[src/rtl/i2cm_pkg.sv]
// ----------------------------------------------------------------------------
// I2C master register access package
// Beat types, configuration register indexes and action codes shared by the
// sequencer, the configuration registers and the top level.
// ----------------------------------------------------------------------------
package i2cm_pkg;

  localparam int unsigned CfgIndexWidth = 2;

  localparam logic [CfgIndexWidth-1:0] CFG_DEVICE_ADDRESS = 2'd0;
  localparam logic [CfgIndexWidth-1:0] CFG_PHASE_TICKS    = 2'd1;
  localparam logic [CfgIndexWidth-1:0] CFG_ACK_TIMEOUT    = 2'd2;

  localparam logic [1:0] ACT_NONE  = 2'd0;
  localparam logic [1:0] ACT_WRITE = 2'd1;
  localparam logic [1:0] ACT_READ  = 2'd2;

  localparam logic [6:0]  DEVICE_ADDRESS_RESET = 7'd25;
  localparam logic [15:0] PHASE_TICKS_RESET    = 16'd5;
  localparam logic [7:0]  ACK_TIMEOUT_RESET    = 8'd250;

  typedef struct packed {
    logic [1:0] action;
    logic [7:0] target_reg;
    logic [7:0] write_data;
    logic       sda_in;
  } in_t;

  typedef struct packed {
    logic       scl_out;
    logic       sda_out;
    logic       busy_res;
    logic       done_res;
    logic [7:0] read_data;
    logic       ack_error;
  } out_t;

  typedef struct packed {
    logic [6:0]  device_address;
    logic [15:0] phase_ticks;
    logic [7:0]  ack_timeout;
  } cfg_t;

endpackage

[src/rtl/i2cm_cfg_regs.sv]
// ----------------------------------------------------------------------------
// I2C master configuration registers
// Holds the target address, the phase length and the acknowledge timeout,
// written one register per beat of the configuration channel.
// ----------------------------------------------------------------------------
module i2cm_cfg_regs (
  input  logic                                 clk_i,
  input  logic                                 rst_ni,
  input  logic                                 cfg_valid_i,
  input  logic [i2cm_pkg::CfgIndexWidth-1:0]   cfg_index_i,
  input  logic [15:0]                          cfg_data_i,
  output i2cm_pkg::cfg_t                       cfg_o
);
  import i2cm_pkg::*;

  cfg_t cfg_q, cfg_d;

  always_comb begin
    cfg_d = cfg_q;
    if (cfg_valid_i) begin
      case (cfg_index_i)
        CFG_DEVICE_ADDRESS: cfg_d.device_address = cfg_data_i[6:0];
        CFG_PHASE_TICKS:    cfg_d.phase_ticks    = cfg_data_i;
        CFG_ACK_TIMEOUT:    cfg_d.ack_timeout    = cfg_data_i[7:0];
        default:            cfg_d = cfg_q;
      endcase
    end
  end

  always_ff @(posedge clk_i or negedge rst_ni) begin
    if (!rst_ni) begin
      cfg_q.device_address <= DEVICE_ADDRESS_RESET;
      cfg_q.phase_ticks    <= PHASE_TICKS_RESET;
      cfg_q.ack_timeout    <= ACK_TIMEOUT_RESET;
    end else begin
      cfg_q <= cfg_d;
    end
  end

  assign cfg_o = cfg_q;

endmodule

[src/rtl/i2cm_sequencer.sv]
// ----------------------------------------------------------------------------
// I2C master bus sequencer
// Advances the bus sequence by one tick per step and produces the line levels
// and status that follow from the new state.
// ----------------------------------------------------------------------------
module i2cm_sequencer (
  input  logic           clk_i,
  input  logic           rst_ni,
  input  logic           step_i,
  input  i2cm_pkg::in_t  item_i,
  input  i2cm_pkg::cfg_t cfg_i,
  output i2cm_pkg::out_t res_o
);
  import i2cm_pkg::*;

  typedef enum logic [4:0] {
    PH_IDLE, PH_ST0, PH_ST1, PH_ST2, PH_TX0, PH_TX1, PH_TX2, PH_TX3,
    PH_AK0, PH_AK1, PH_AKW, PH_RX0, PH_RX1, PH_RX2, PH_RX3,
    PH_NK0, PH_NK1, PH_NK2, PH_NK3, PH_SP0, PH_SP1, PH_SP2
  } phase_e;

  typedef enum logic [1:0] {
    STAGE_ADDR, STAGE_REG, STAGE_DATA, STAGE_READ
  } stage_e;

  phase_e      phase_q, phase_d;
  logic [15:0] tick_q, tick_d;
  logic [3:0]  bit_q, bit_d;
  logic [7:0]  shift_q, shift_d;
  logic [7:0]  wait_q, wait_d;
  logic        is_read_q, is_read_d;
  logic [7:0]  held_reg_q, held_reg_d;
  logic [7:0]  held_data_q, held_data_d;
  logic [7:0]  rx_q, rx_d;
  logic        err_q, err_d;
  stage_e      stage_q, stage_d;

  logic [15:0] tick_inc;
  logic [15:0] tick_lim;
  logic [3:0]  bit_inc;
  logic        done;
  logic        scl;
  logic        sda;

  assign tick_inc = tick_q + 16'd1;
  assign tick_lim = (cfg_i.phase_ticks == '0) ? 16'd1 : cfg_i.phase_ticks;
  assign bit_inc  = bit_q + 4'd1;

  always_comb begin
    phase_d     = phase_q;
    tick_d      = tick_q;
    bit_d       = bit_q;
    shift_d     = shift_q;
    wait_d      = wait_q;
    is_read_d   = is_read_q;
    held_reg_d  = held_reg_q;
    held_data_d = held_data_q;
    rx_d        = rx_q;
    err_d       = err_q;
    stage_d     = stage_q;
    done        = 1'b0;

    if (phase_q == PH_IDLE) begin
      if (item_i.action == ACT_WRITE || item_i.action == ACT_READ) begin
        is_read_d   = (item_i.action == ACT_READ);
        held_reg_d  = item_i.target_reg;
        held_data_d = item_i.write_data;
        err_d       = 1'b0;
        stage_d     = STAGE_ADDR;
        bit_d       = '0;
        wait_d      = '0;
        phase_d     = PH_ST1;
        tick_d      = '0;
      end
    end else if (phase_q == PH_AKW) begin
      if (!item_i.sda_in) begin
        tick_d = '0;
        case (stage_q)
          STAGE_ADDR: begin
            stage_d = STAGE_REG;
            shift_d = held_reg_q;
            bit_d   = '0;
            phase_d = PH_TX0;
          end
          STAGE_REG: begin
            if (is_read_q) begin
              stage_d = STAGE_READ;
              phase_d = PH_ST0;
            end else begin
              stage_d = STAGE_DATA;
              shift_d = held_data_q;
              bit_d   = '0;
              phase_d = PH_TX0;
            end
          end
          STAGE_DATA: phase_d = PH_SP0;
          default: begin
            bit_d   = '0;
            shift_d = '0;
            phase_d = PH_RX0;
          end
        endcase
      end else if (wait_q >= cfg_i.ack_timeout) begin
        err_d   = 1'b1;
        phase_d = PH_SP0;
        tick_d  = '0;
      end else begin
        wait_d = wait_q + 8'd1;
      end
    end else if (tick_inc < tick_lim) begin
      tick_d = tick_inc;
    end else begin
      tick_d = '0;
      case (phase_q)
        PH_ST0: phase_d = PH_ST1;
        PH_ST1: phase_d = PH_ST2;
        PH_ST2: begin
          shift_d = {cfg_i.device_address, (stage_q == STAGE_READ)};
          bit_d   = '0;
          phase_d = PH_TX0;
        end
        PH_TX0: phase_d = PH_TX1;
        PH_TX1: phase_d = PH_TX2;
        PH_TX2: phase_d = PH_TX3;
        PH_TX3: begin
          shift_d = {shift_q[6:0], 1'b0};
          if (bit_inc >= 4'd8) begin
            bit_d   = '0;
            phase_d = PH_AK0;
          end else begin
            bit_d   = bit_inc;
            phase_d = PH_TX0;
          end
        end
        PH_AK0: phase_d = PH_AK1;
        PH_AK1: begin
          wait_d  = '0;
          phase_d = PH_AKW;
        end
        PH_RX0: phase_d = PH_RX1;
        PH_RX1: phase_d = PH_RX2;
        PH_RX2: begin
          shift_d = {shift_q[6:0], item_i.sda_in};
          phase_d = PH_RX3;
        end
        PH_RX3: begin
          if (bit_inc >= 4'd8) begin
            bit_d   = '0;
            rx_d    = shift_q;
            phase_d = PH_NK0;
          end else begin
            bit_d   = bit_inc;
            phase_d = PH_RX0;
          end
        end
        PH_NK0: phase_d = PH_NK1;
        PH_NK1: phase_d = PH_NK2;
        PH_NK2: phase_d = PH_NK3;
        PH_NK3: phase_d = PH_SP0;
        PH_SP0: phase_d = PH_SP1;
        PH_SP1: phase_d = PH_SP2;
        default: begin
          phase_d = PH_IDLE;
          done    = 1'b1;
        end
      endcase
    end
  end

  always_comb begin
    case (phase_d)
      PH_ST0: begin
        scl = 1'b0;
        sda = 1'b1;
      end
      PH_ST2: begin
        scl = 1'b1;
        sda = 1'b0;
      end
      PH_TX0, PH_TX1: begin
        scl = 1'b0;
        sda = shift_d[7];
      end
      PH_TX2, PH_TX3: begin
        scl = 1'b1;
        sda = shift_d[7];
      end
      PH_AK0, PH_RX0, PH_RX1, PH_NK0, PH_NK1: begin
        scl = 1'b0;
        sda = 1'b1;
      end
      PH_SP0: begin
        scl = 1'b0;
        sda = 1'b0;
      end
      PH_SP1: begin
        scl = 1'b1;
        sda = 1'b0;
      end
      default: begin
        scl = 1'b1;
        sda = 1'b1;
      end
    endcase
  end

  assign res_o.scl_out   = scl;
  assign res_o.sda_out   = sda;
  assign res_o.busy_res  = (phase_d != PH_IDLE);
  assign res_o.done_res  = done;
  assign res_o.read_data = rx_d;
  assign res_o.ack_error = err_d;

  always_ff @(posedge clk_i or negedge rst_ni) begin
    if (!rst_ni) begin
      phase_q     <= PH_IDLE;
      tick_q      <= '0;
      bit_q       <= '0;
      shift_q     <= '0;
      wait_q      <= '0;
      is_read_q   <= 1'b0;
      held_reg_q  <= '0;
      held_data_q <= '0;
      rx_q        <= '0;
      err_q       <= 1'b0;
      stage_q     <= STAGE_ADDR;
    end else if (step_i) begin
      phase_q     <= phase_d;
      tick_q      <= tick_d;
      bit_q       <= bit_d;
      shift_q     <= shift_d;
      wait_q      <= wait_d;
      is_read_q   <= is_read_d;
      held_reg_q  <= held_reg_d;
      held_data_q <= held_data_d;
      rx_q        <= rx_d;
      err_q       <= err_d;
      stage_q     <= stage_d;
    end
  end

  a_done_from_stop: assert property (@(posedge clk_i) disable iff (!rst_ni)
    (step_i && done) |-> (phase_q == PH_SP2))
    else $error("Transaction ended from a phase other than the last stop phase.");

  a_bit_count_range: assert property (@(posedge clk_i) disable iff (!rst_ni)
    bit_q < 4'd8)
    else $error("Bit counter left its range.");

  a_tick_cleared: assert property (@(posedge clk_i) disable iff (!rst_ni)
    (step_i && (phase_d != phase_q)) |=> (tick_q == '0))
    else $error("Tick counter not cleared on a phase change.");

  a_error_from_ack: assert property (@(posedge clk_i) disable iff (!rst_ni)
    $rose(err_q) |-> ($past(phase_q) == PH_AKW))
    else $error("Error flag set outside an acknowledge wait.");

endmodule

[src/rtl/i2c_master_register_access.sv]
// ----------------------------------------------------------------------------
// I2C master register access
// Single-register write and read transactions on an I2C bus, one bus tick
// per input beat.
// ----------------------------------------------------------------------------
// Each input beat is one tick of the bus: it carries the requested action
// (taken only while idle), the register address, the write data and the
// sampled data line. Each input beat yields exactly one output beat with the
// driven clock and data levels, busy, a done pulse, the last read byte and
// the acknowledge error flag.
// An accepted beat sits in the input register, the sequencer steps once as it
// moves on, and the result lands in the output register. One beat is taken
// every cycle while the output side keeps up; the sequencer state loop sets
// that. When the receiver stalls, the output register holds its beat, the
// input register fills and input ready drops until the output is taken.
// Configuration beats are taken every cycle and should be sent while idle.
// Reset leaves the sequencer idle and the configuration registers at
// their defaults: address 25, five ticks per phase, timeout 250.
// ----------------------------------------------------------------------------
module i2c_master_register_access (
  input  logic                               clk_i,
  input  logic                               rst_ni,
  input  logic                               in_valid_i,
  output logic                               in_ready_o,
  input  i2cm_pkg::in_t                      in_data_i,
  output logic                               out_valid_o,
  input  logic                               out_ready_i,
  output i2cm_pkg::out_t                     out_data_o,
  input  logic                               cfg_valid_i,
  output logic                               cfg_ready_o,
  input  logic [i2cm_pkg::CfgIndexWidth-1:0] cfg_index_i,
  input  logic [15:0]                        cfg_data_i
);
  import i2cm_pkg::*;

  cfg_t cfg;
  in_t  in_q;
  logic in_valid_q;
  out_t res;
  out_t out_q;
  logic out_valid_q;
  logic step;

  assign step        = in_valid_q && (!out_valid_q || out_ready_i);
  assign in_ready_o  = !in_valid_q || step;
  assign cfg_ready_o = 1'b1;

  i2cm_cfg_regs u_cfg (
    .clk_i       (clk_i),
    .rst_ni      (rst_ni),
    .cfg_valid_i (cfg_valid_i),
    .cfg_index_i (cfg_index_i),
    .cfg_data_i  (cfg_data_i),
    .cfg_o       (cfg)
  );

  i2cm_sequencer u_seq (
    .clk_i  (clk_i),
    .rst_ni (rst_ni),
    .step_i (step),
    .item_i (in_q),
    .cfg_i  (cfg),
    .res_o  (res)
  );

  always_ff @(posedge clk_i or negedge rst_ni) begin
    if (!rst_ni) begin
      in_valid_q  <= 1'b0;
      out_valid_q <= 1'b0;
    end else begin
      if (in_ready_o) begin
        in_valid_q <= in_valid_i;
      end
      if (step) begin
        out_valid_q <= 1'b1;
      end else if (out_ready_i) begin
        out_valid_q <= 1'b0;
      end
    end
  end

  always_ff @(posedge clk_i) begin
    if (in_ready_o && in_valid_i) begin
      in_q <= in_data_i;
    end
    if (step) begin
      out_q <= res;
    end
  end

  assign out_valid_o = out_valid_q;
  assign out_data_o  = out_q;

endmodule
[config.mk]
export PLATFORM = sky130hd
export DESIGN_NAME = i2c_master_register_access
export DESIGN_NICKNAME = d
export VERILOG_FILES = /design/src/rtl/i2cm_pkg.sv /design/src/rtl/i2cm_cfg_regs.sv /design/src/rtl/i2cm_sequencer.sv /design/src/rtl/i2c_master_register_access.sv
export SDC_FILE = /design/constraint.sdc
export NUM_CORES = 1
export LEC_CHECK = 0
export BUFFER_PORTS_ARGS = -buffer_cell sky130_fd_sc_hd__buf_2
export CAP_MARGIN = 0
export CORE_UTILIZATION = 55
export CTS_CLUSTER_DIAMETER = 100
export CTS_CLUSTER_SIZE = 25
export DETAILED_ROUTE_END_ITERATION = 12
export PLACE_DENSITY = 0.82
export SYNTH_ARGS = -nofsm -noshare
export SYNTH_HDL_FRONTEND = slang
export SYNTH_SLANG_ARGS = --single-unit
[constraint.sdc]
create_clock -name clk_i -period 5.25 [get_ports clk_i]
set_input_delay 1.05 -clock clk_i [delete_from_list [all_inputs] [get_ports clk_i]]
set_output_delay 1.05 -clock clk_i [all_outputs]
set_load 0.03 [all_outputs]
==> impl_metrics.ini, run 1 <==
[power_and_ir_drop]
ir_drop_v = 0.000357
swShare_pct = 31.8
p_leak_nw = 3.43
power.share.clock_pct = 35.5
p_int_mw = 2.15
p_sw_mw = 1.00
power_density_nw_per_um2 = 399
seqPwrFrac_pct = 43.4
p_comb_share_pct = 21.1

[cts]
cts_resized = 0
cts_buffers = 17
root_buffer = clkbuf_16
cts_tree = done
cts_sinks = 134
clockBufferDepth = 2
postCtsHoldBufs = 0
h-tree-depth = 4
clk_latency_ns = 0.43
cts_setup_buffers = 0
clk_transition_reported_paths_ns = 0.06

[global_routing]
grt_pass1_wl_mm = 25.7
grt_use_met2_pct = 42.0
antenna_found_initial = 0
grt.total_usage_pct = 26.1
grt.overflow.total = 0
grt_max_degree = 69
grt_pass1_vias = 5121
grt_util_met3_pct = 5.40
grt.busiest_layer = met2
use_met1_pct = 32.9

[cells_and_area]
fin_cells = 855
num_antenna_cells = 0
final_nets = 743
final_cell_mix = 91 x dfrtp_1, 63 x nand2_1, 57 x mux2_2
fin_util_pct = 64.8
fillers = 923
layout-drive-gt1-share_pct = 26.2
final_common_cell = dfrtp_1
area_growth_syn_to_layout_pct = 13.4

[drt]
first_pass_iters = 5
drc = 0
wire_per_inst_um = 17.8
drt_iter0_drc = 340
vias = 5108
routed_wl_mm = 15.3
detail-route-antenna-nets = 0
vias_per_cell = 5.97

[die]
die_w_um = 115
core_area_um2 = 12200
start_util_pct = 57.2
io_pins = 58
dieArea_um2 = 13100
die_h_um = 115
rows = 40

[logic_synthesis]
synthMuxAreaShare_pct = 10.6
synth_edf_count = 32
ys_warn_count = 0
syn_avg_cell_area_um2 = 11.2
synthCells = 624
synth-seq-cells = 134
seq_area_frac_synth_pct = 50.5
synth_ff_type = dfrtp_1
synth_simple_gate_area_share_pct = 13.7
synth-compound-area-share_pct = 14.4
ys_types = 75
synth_area_leaders = dfrtp_1 33%, edfxtp_1 14%, mux2_2 9.2%
netlist_area_um2 = 6980
synthXorXnorAreaFrac_pct = 2.13
synth-async-reset-ratio_pct = 76.1
synth_fa_ha_area_share_pct = 4.84
synth_top_family_by_area = compound AO/OA/AOI/OAI gates
synth_top_area_share_pct = 32.6
syn_nets = 693
yosys.area.top_type = dfrtp_1

[worst_setup_path]
crit_start = u_seq.tick_q[2]
cp-endpoint = u_seq.rx_q[4]
critical_path_peak_fanout = 9
r2r_end = u_seq.rx_q[4]
cp.required_ns = 5.56
cp_cell_sequence = nand3_1, nor2_1, and3_1, and3_1, and3_1, nand3_1, xnor2_1, ha_1, nand4_1, nor2_2, o311ai_4, o21ai_2, nand2_2, nor4_4, and2_1, mux2_1
crit_buf_inv = 0
crit_cells = 16
crit_family = simple AND/OR/NAND/NOR gates
regToRegSetupSlack_ns = 0.65
start_kind = register
cpPeakStageDelay_ns = 0.46
crit_type = register to register
cp.arrival_ns = 4.91
endpoint_kind = register
r2r_start = u_seq.tick_q[2]
crit_slowest_cell = nor4_4
ff2ff_path_depth = 16
cpMostUsedCell = and3_1

[timing]
slew-limit-headroom_pct = 27.0
setup_tns_ns = 0
hold_viol = 0
fin_ws_ns = 0.652
final_max_slew_viol_count = 0
fin_crit_sh_pct = 87.6
fin_skew_ns = 0.00879
fin_crit_ns = 4.60
max_clock_freq_ghz = 0.218
worst_pin_slew_ns = 1.09
rsz0062_at_grt = no
setup_viol = 0

[placed_design]
place_congestion = 0.965
dp_slack_ns = 0.689
port-buffer-count = 56
dp_cells = 823
dp_hpwl_mm = 10.9

[run]
max-cap-violations = 0

[status]
outcome = finished clean

[min_path]
hp-class = register to register
-- per-layer routing --
metal | routed length [um] | up-vias
met5 | 0 | -
li1 | - | 2389
met1 | 6480 | 2485
met2 | 7430 | 188
met3 | 825 | 46
met4 | 529 | 0
-- cell usage after synthesis (3+ instances only) --
cell      number
buf_2          7
nand2b_1      13
mux2_1         8
mux2_2        57
nand4_1        8
dfrtp_1       91
a211oi_1       9
o21ai_0       47
nand2_1       63
nand3_1       14
nand3b_1       3
and3_1        12
o21a_1         8
dfstp_2       11
a22oi_1       16
o31ai_1        3
nor3_1         5
o211ai_1       3
buf_4          4
ha_1          27
inv_1         31
xor2_1         9
o21ai_1        9
a31oi_1        6
edfxtp_1      32
clkbuf_1      15
xnor2_1        8
o221ai_1       7
nor4_2         5
nor2_1        23
a21oi_1       10
and2_1         5
-- flip-flops by register name, summed over array words and instances (netlist names) --
register,flops
u_seq.is_read_q,1
u_seq.held_data_q,8
u_seq.shift_q,8
u_seq.err_q,1
u_seq.rx_q,8
u_seq.stage_q,2
u_cfg.cfg_o,31
u_seq.bit_q,4
in_q,19
u_seq.phase_q,5
out_data_o,13
u_seq.wait_q,8
u_seq.tick_q,16
u_seq.held_reg_q,8
out_valid_o,1
in_valid_q,1
-- cell families (layout without fill, tap and decap cells) --
family                   Yosys count  in the layout
multiplexers                      66             66
AND/OR/NAND/NOR                  174            174
flip-flops                       134            134
buffers and inverters             59            122
XOR/XNOR                          17             17
other                              1              1
AO/OA/AOI/OAI                    146            146
adder cells (fa/ha/maj)           27             27
-- power groups by stage --
stage | Combinational, mW | Sequential [mW] | Clock (mW)
2_1_floorplan | 0.512 | 1.34 | 0
3_3_place_gp | 0.627 | 1.37 | 0
3_5_place_dp | 0.655 | 1.38 | 0
4_1_cts | 0.658 | 1.37 | 1.14
5_1_grt | 0.731 | 1.39 | 1.18
6_report | 0.664 | 1.37 | 1.12
-- metrics by stage --
step / hold slack [ns] / area (um^2) / total power, mW
floorplan: 0.449 / 6980 / 1.85
global placement: 0.460 / 7350 / 2.00
detailed placement: 0.463 / 7350 / 2.04
CTS: 0.475 / 7910 / 3.16
global route: 0.482 / 7910 / 3.29
finish: 0.472 / 7910 / 3.15
-- how the worst min path moves through the flow --
stage / start / endpoint / cells past startpoint
2_1_floorplan: u_seq.wait_q[7] / u_seq.wait_q[7] / 1
3_3_place_gp: in_q[14] / u_seq.held_reg_q[5] / 1
3_5_place_dp: in_q[14] / u_seq.held_reg_q[5] / 1
4_1_cts: in_q[14] / u_seq.held_reg_q[5] / 1
5_1_grt: in_q[14] / u_seq.held_reg_q[5] / 1
6_report: in_q[14] / u_seq.held_reg_q[5] / 1
-- worst register-to-register path: cells and delay by family (launching register included) --
kind / cells / cell delay [ns]
adders and majority gates: 1 / 0.30
muxes: 1 / 0.37
AOI/OAI and AO/OA: 2 / 0.50
and+or+nand+nor: 11 / 2.71
xor gates and xnor gates: 1 / 0.15
DFF: 1 / 0.44
-- area by class of cell --
type	instances	area [um^2]	area share (%)
clock buffers	18	450	5.69
flip-flops and latches	134	3530	44.6
multi-input cells	431	3200	40.4
repair buffers	58	298	3.76
clock inverters	14	110	1.39
inverters	32	120	1.52
well taps	168	210	2.66
(Power assumes the default switching activity.)
==> inputs of run 2 (changes only) <==
- CTS_BUF_LIST: unset -> sky130_fd_sc_hd__clkbuf_8
==> run 2 against run 1 <==
Compared with the run above:
- non-clock buffer count unchanged
- via count down 1.6%
- maximum frequency down 0.39%
- first-iteration DRC count down 17%
- wire length down 1.8%
- critical endpoint unchanged
==> impl_metrics.ini, run 2 (same netlist as run 1, synthesis figures left out) <==
[worst_setup_path]
cp.required_ns = 5.60
r2r_start = u_seq.tick_q[2]
crit_buf_inv = 0
crit_start = u_seq.tick_q[2]
cp.arrival_ns = 4.96
cpPeakStageDelay_ns = 0.49
endpoint_kind = register
crit_family = simple AND/OR/NAND/NOR gates
cp_cell_sequence = nand3_1, nor2_1, and3_1, and3_1, and3_1, nand3_1, xnor2_1, ha_1, nand4_1, nor2_2, o311ai_4, o21ai_2, nand2_2, nor4_4, and2_1, mux2_1
critical_path_peak_fanout = 9
crit_type = register to register
cpMostUsedCell = and3_1
start_kind = register
crit_slowest_cell = nor4_4

[global_routing]
grt.overflow.total = 0
grt_pass1_wl_mm = 25.2
grt.total_usage_pct = 25.5
grt_pass1_vias = 5081
grt_max_degree = 69
antenna_found_initial = 0

[cts]
postCtsHoldBufs = 0
cts_sinks = 134
clk_transition_reported_paths_ns = 0.08
cts_setup_buffers = 0
cts_buffers = 17
cts_resized = 0
cts_tree = done
clk_latency_ns = 0.46
root_buffer = clkbuf_8
clockBufferDepth = 2
h-tree-depth = 4

[placed_design]
dpl_cell_area_um2 = 7350
dp_cells = 823
port-buffer-count = 56
dp_hpwl_mm = 10.9
place_congestion = 0.965
dp_slack_ns = 0.689

[power_and_ir_drop]
ir_drop_v = 0.000322
p_leak_nw = 3.34
power_density_nw_per_um2 = 369
finalPower_mw = 2.85

[drt]
drt_iter0_drc = 283
wire_per_inst_um = 17.5
drc = 0
vias = 5027
detail-route-antenna-nets = 0
vias_per_cell = 5.88
routed_wl_mm = 15.0
first_pass_iters = 5

[timing]
fin_crit_ns = 4.62
final_max_slew_viol_count = 0
fin_crit_sh_pct = 87.9
max_clock_freq_ghz = 0.217
slew-limit-headroom_pct = 27.0
fin_ws_ns = 0.634
rsz0062_at_grt = no
worst_pin_slew_ns = 1.09
setup_tns_ns = 0
hold_viol = 0
fin_skew_ns = 0.0141
setup_viol = 0

[cells_and_area]
regArea_um2 = 3530
largest_register_ffs = 31
layout-drive-gt1-share_pct = 26.2
area_growth_syn_to_layout_pct = 10.7
fin_area_um2 = 7720
final_nets = 743
fin_cells = 855
fillers = 961
num_antenna_cells = 0
multi_input_area_um2 = 3200
final_common_cell = dfrtp_1
final_cell_mix = 91 x dfrtp_1, 63 x nand2_1, 57 x mux2_2

[status]
outcome = finished clean

[die]
dieArea_um2 = 13100
io_pins = 58
start_util_pct = 57.2
rows = 40
core_area_um2 = 12200
die_w_um = 115
die_h_um = 115

[min_path]
hp-class = register to register
min_from = in_q[14]

[run]
max-cap-violations = 0
==> run 2: cell types whose count changed in the layout (fill, tap and decap cells not counted), sizes merged <==
cell,delta
bufinv,+1
clkbuf,-1
==> run 2: final timing paths <==
check,depth (start not counted),slack [ns],to
setup / recovery,16,0.63,u_seq.rx_q[4]
hold / removal,1,0.47,u_seq.held_reg_q[5]
setup reg to reg,16,0.63,u_seq.rx_q[4]
max in group asynchronous,2,3.54,u_cfg.cfg_o[24]
hold reg to reg,1,0.47,u_seq.held_reg_q[5]
min in group asynchronous,1,0.70,u_seq.wait_q[5]
==> run 2: final cells by class <==
type,instances,area share [%]
clock buffer,17,3.03
tap,168,2.72
inverter,32,1.55
sequential,134,45.7
clock inverter,15,1.81
timing repair buffer,58,3.85
multi-input combinational,431,41.4
==> run 2: per-layer routing <==
layer / part of all wire (%) / wire length [um] / GRT usage [%] / vias up
li1: - / - / - / 2382
met1: 44 / 6550 / 32.3 / 2460
met2: 49 / 7290 / 40.7 / 146
met3: 4.5 / 673 / 6.03 / 39
met4: 3.2 / 479 / 13.8 / 0
met5: 0 / 0 / 0 / -
==> run 2: power breakdown <==
group / total [mW] / internal [mW] / switching (mW)
clock: 0.821 / 0.383 / 0.438
combinational: 0.663 / 0.277 / 0.386
sequential: 1.36 / 1.23 / 0.133
==> run 2: metrics by stage <==
stage                     hold WS [ns]  util, %
final                            0.471     63.3
after global routing             0.486     63.3
after CTS                        0.478     63.3
after detailed placement         0.463     60.2
after global placement           0.460     60.2
after floorplan                  0.449        -
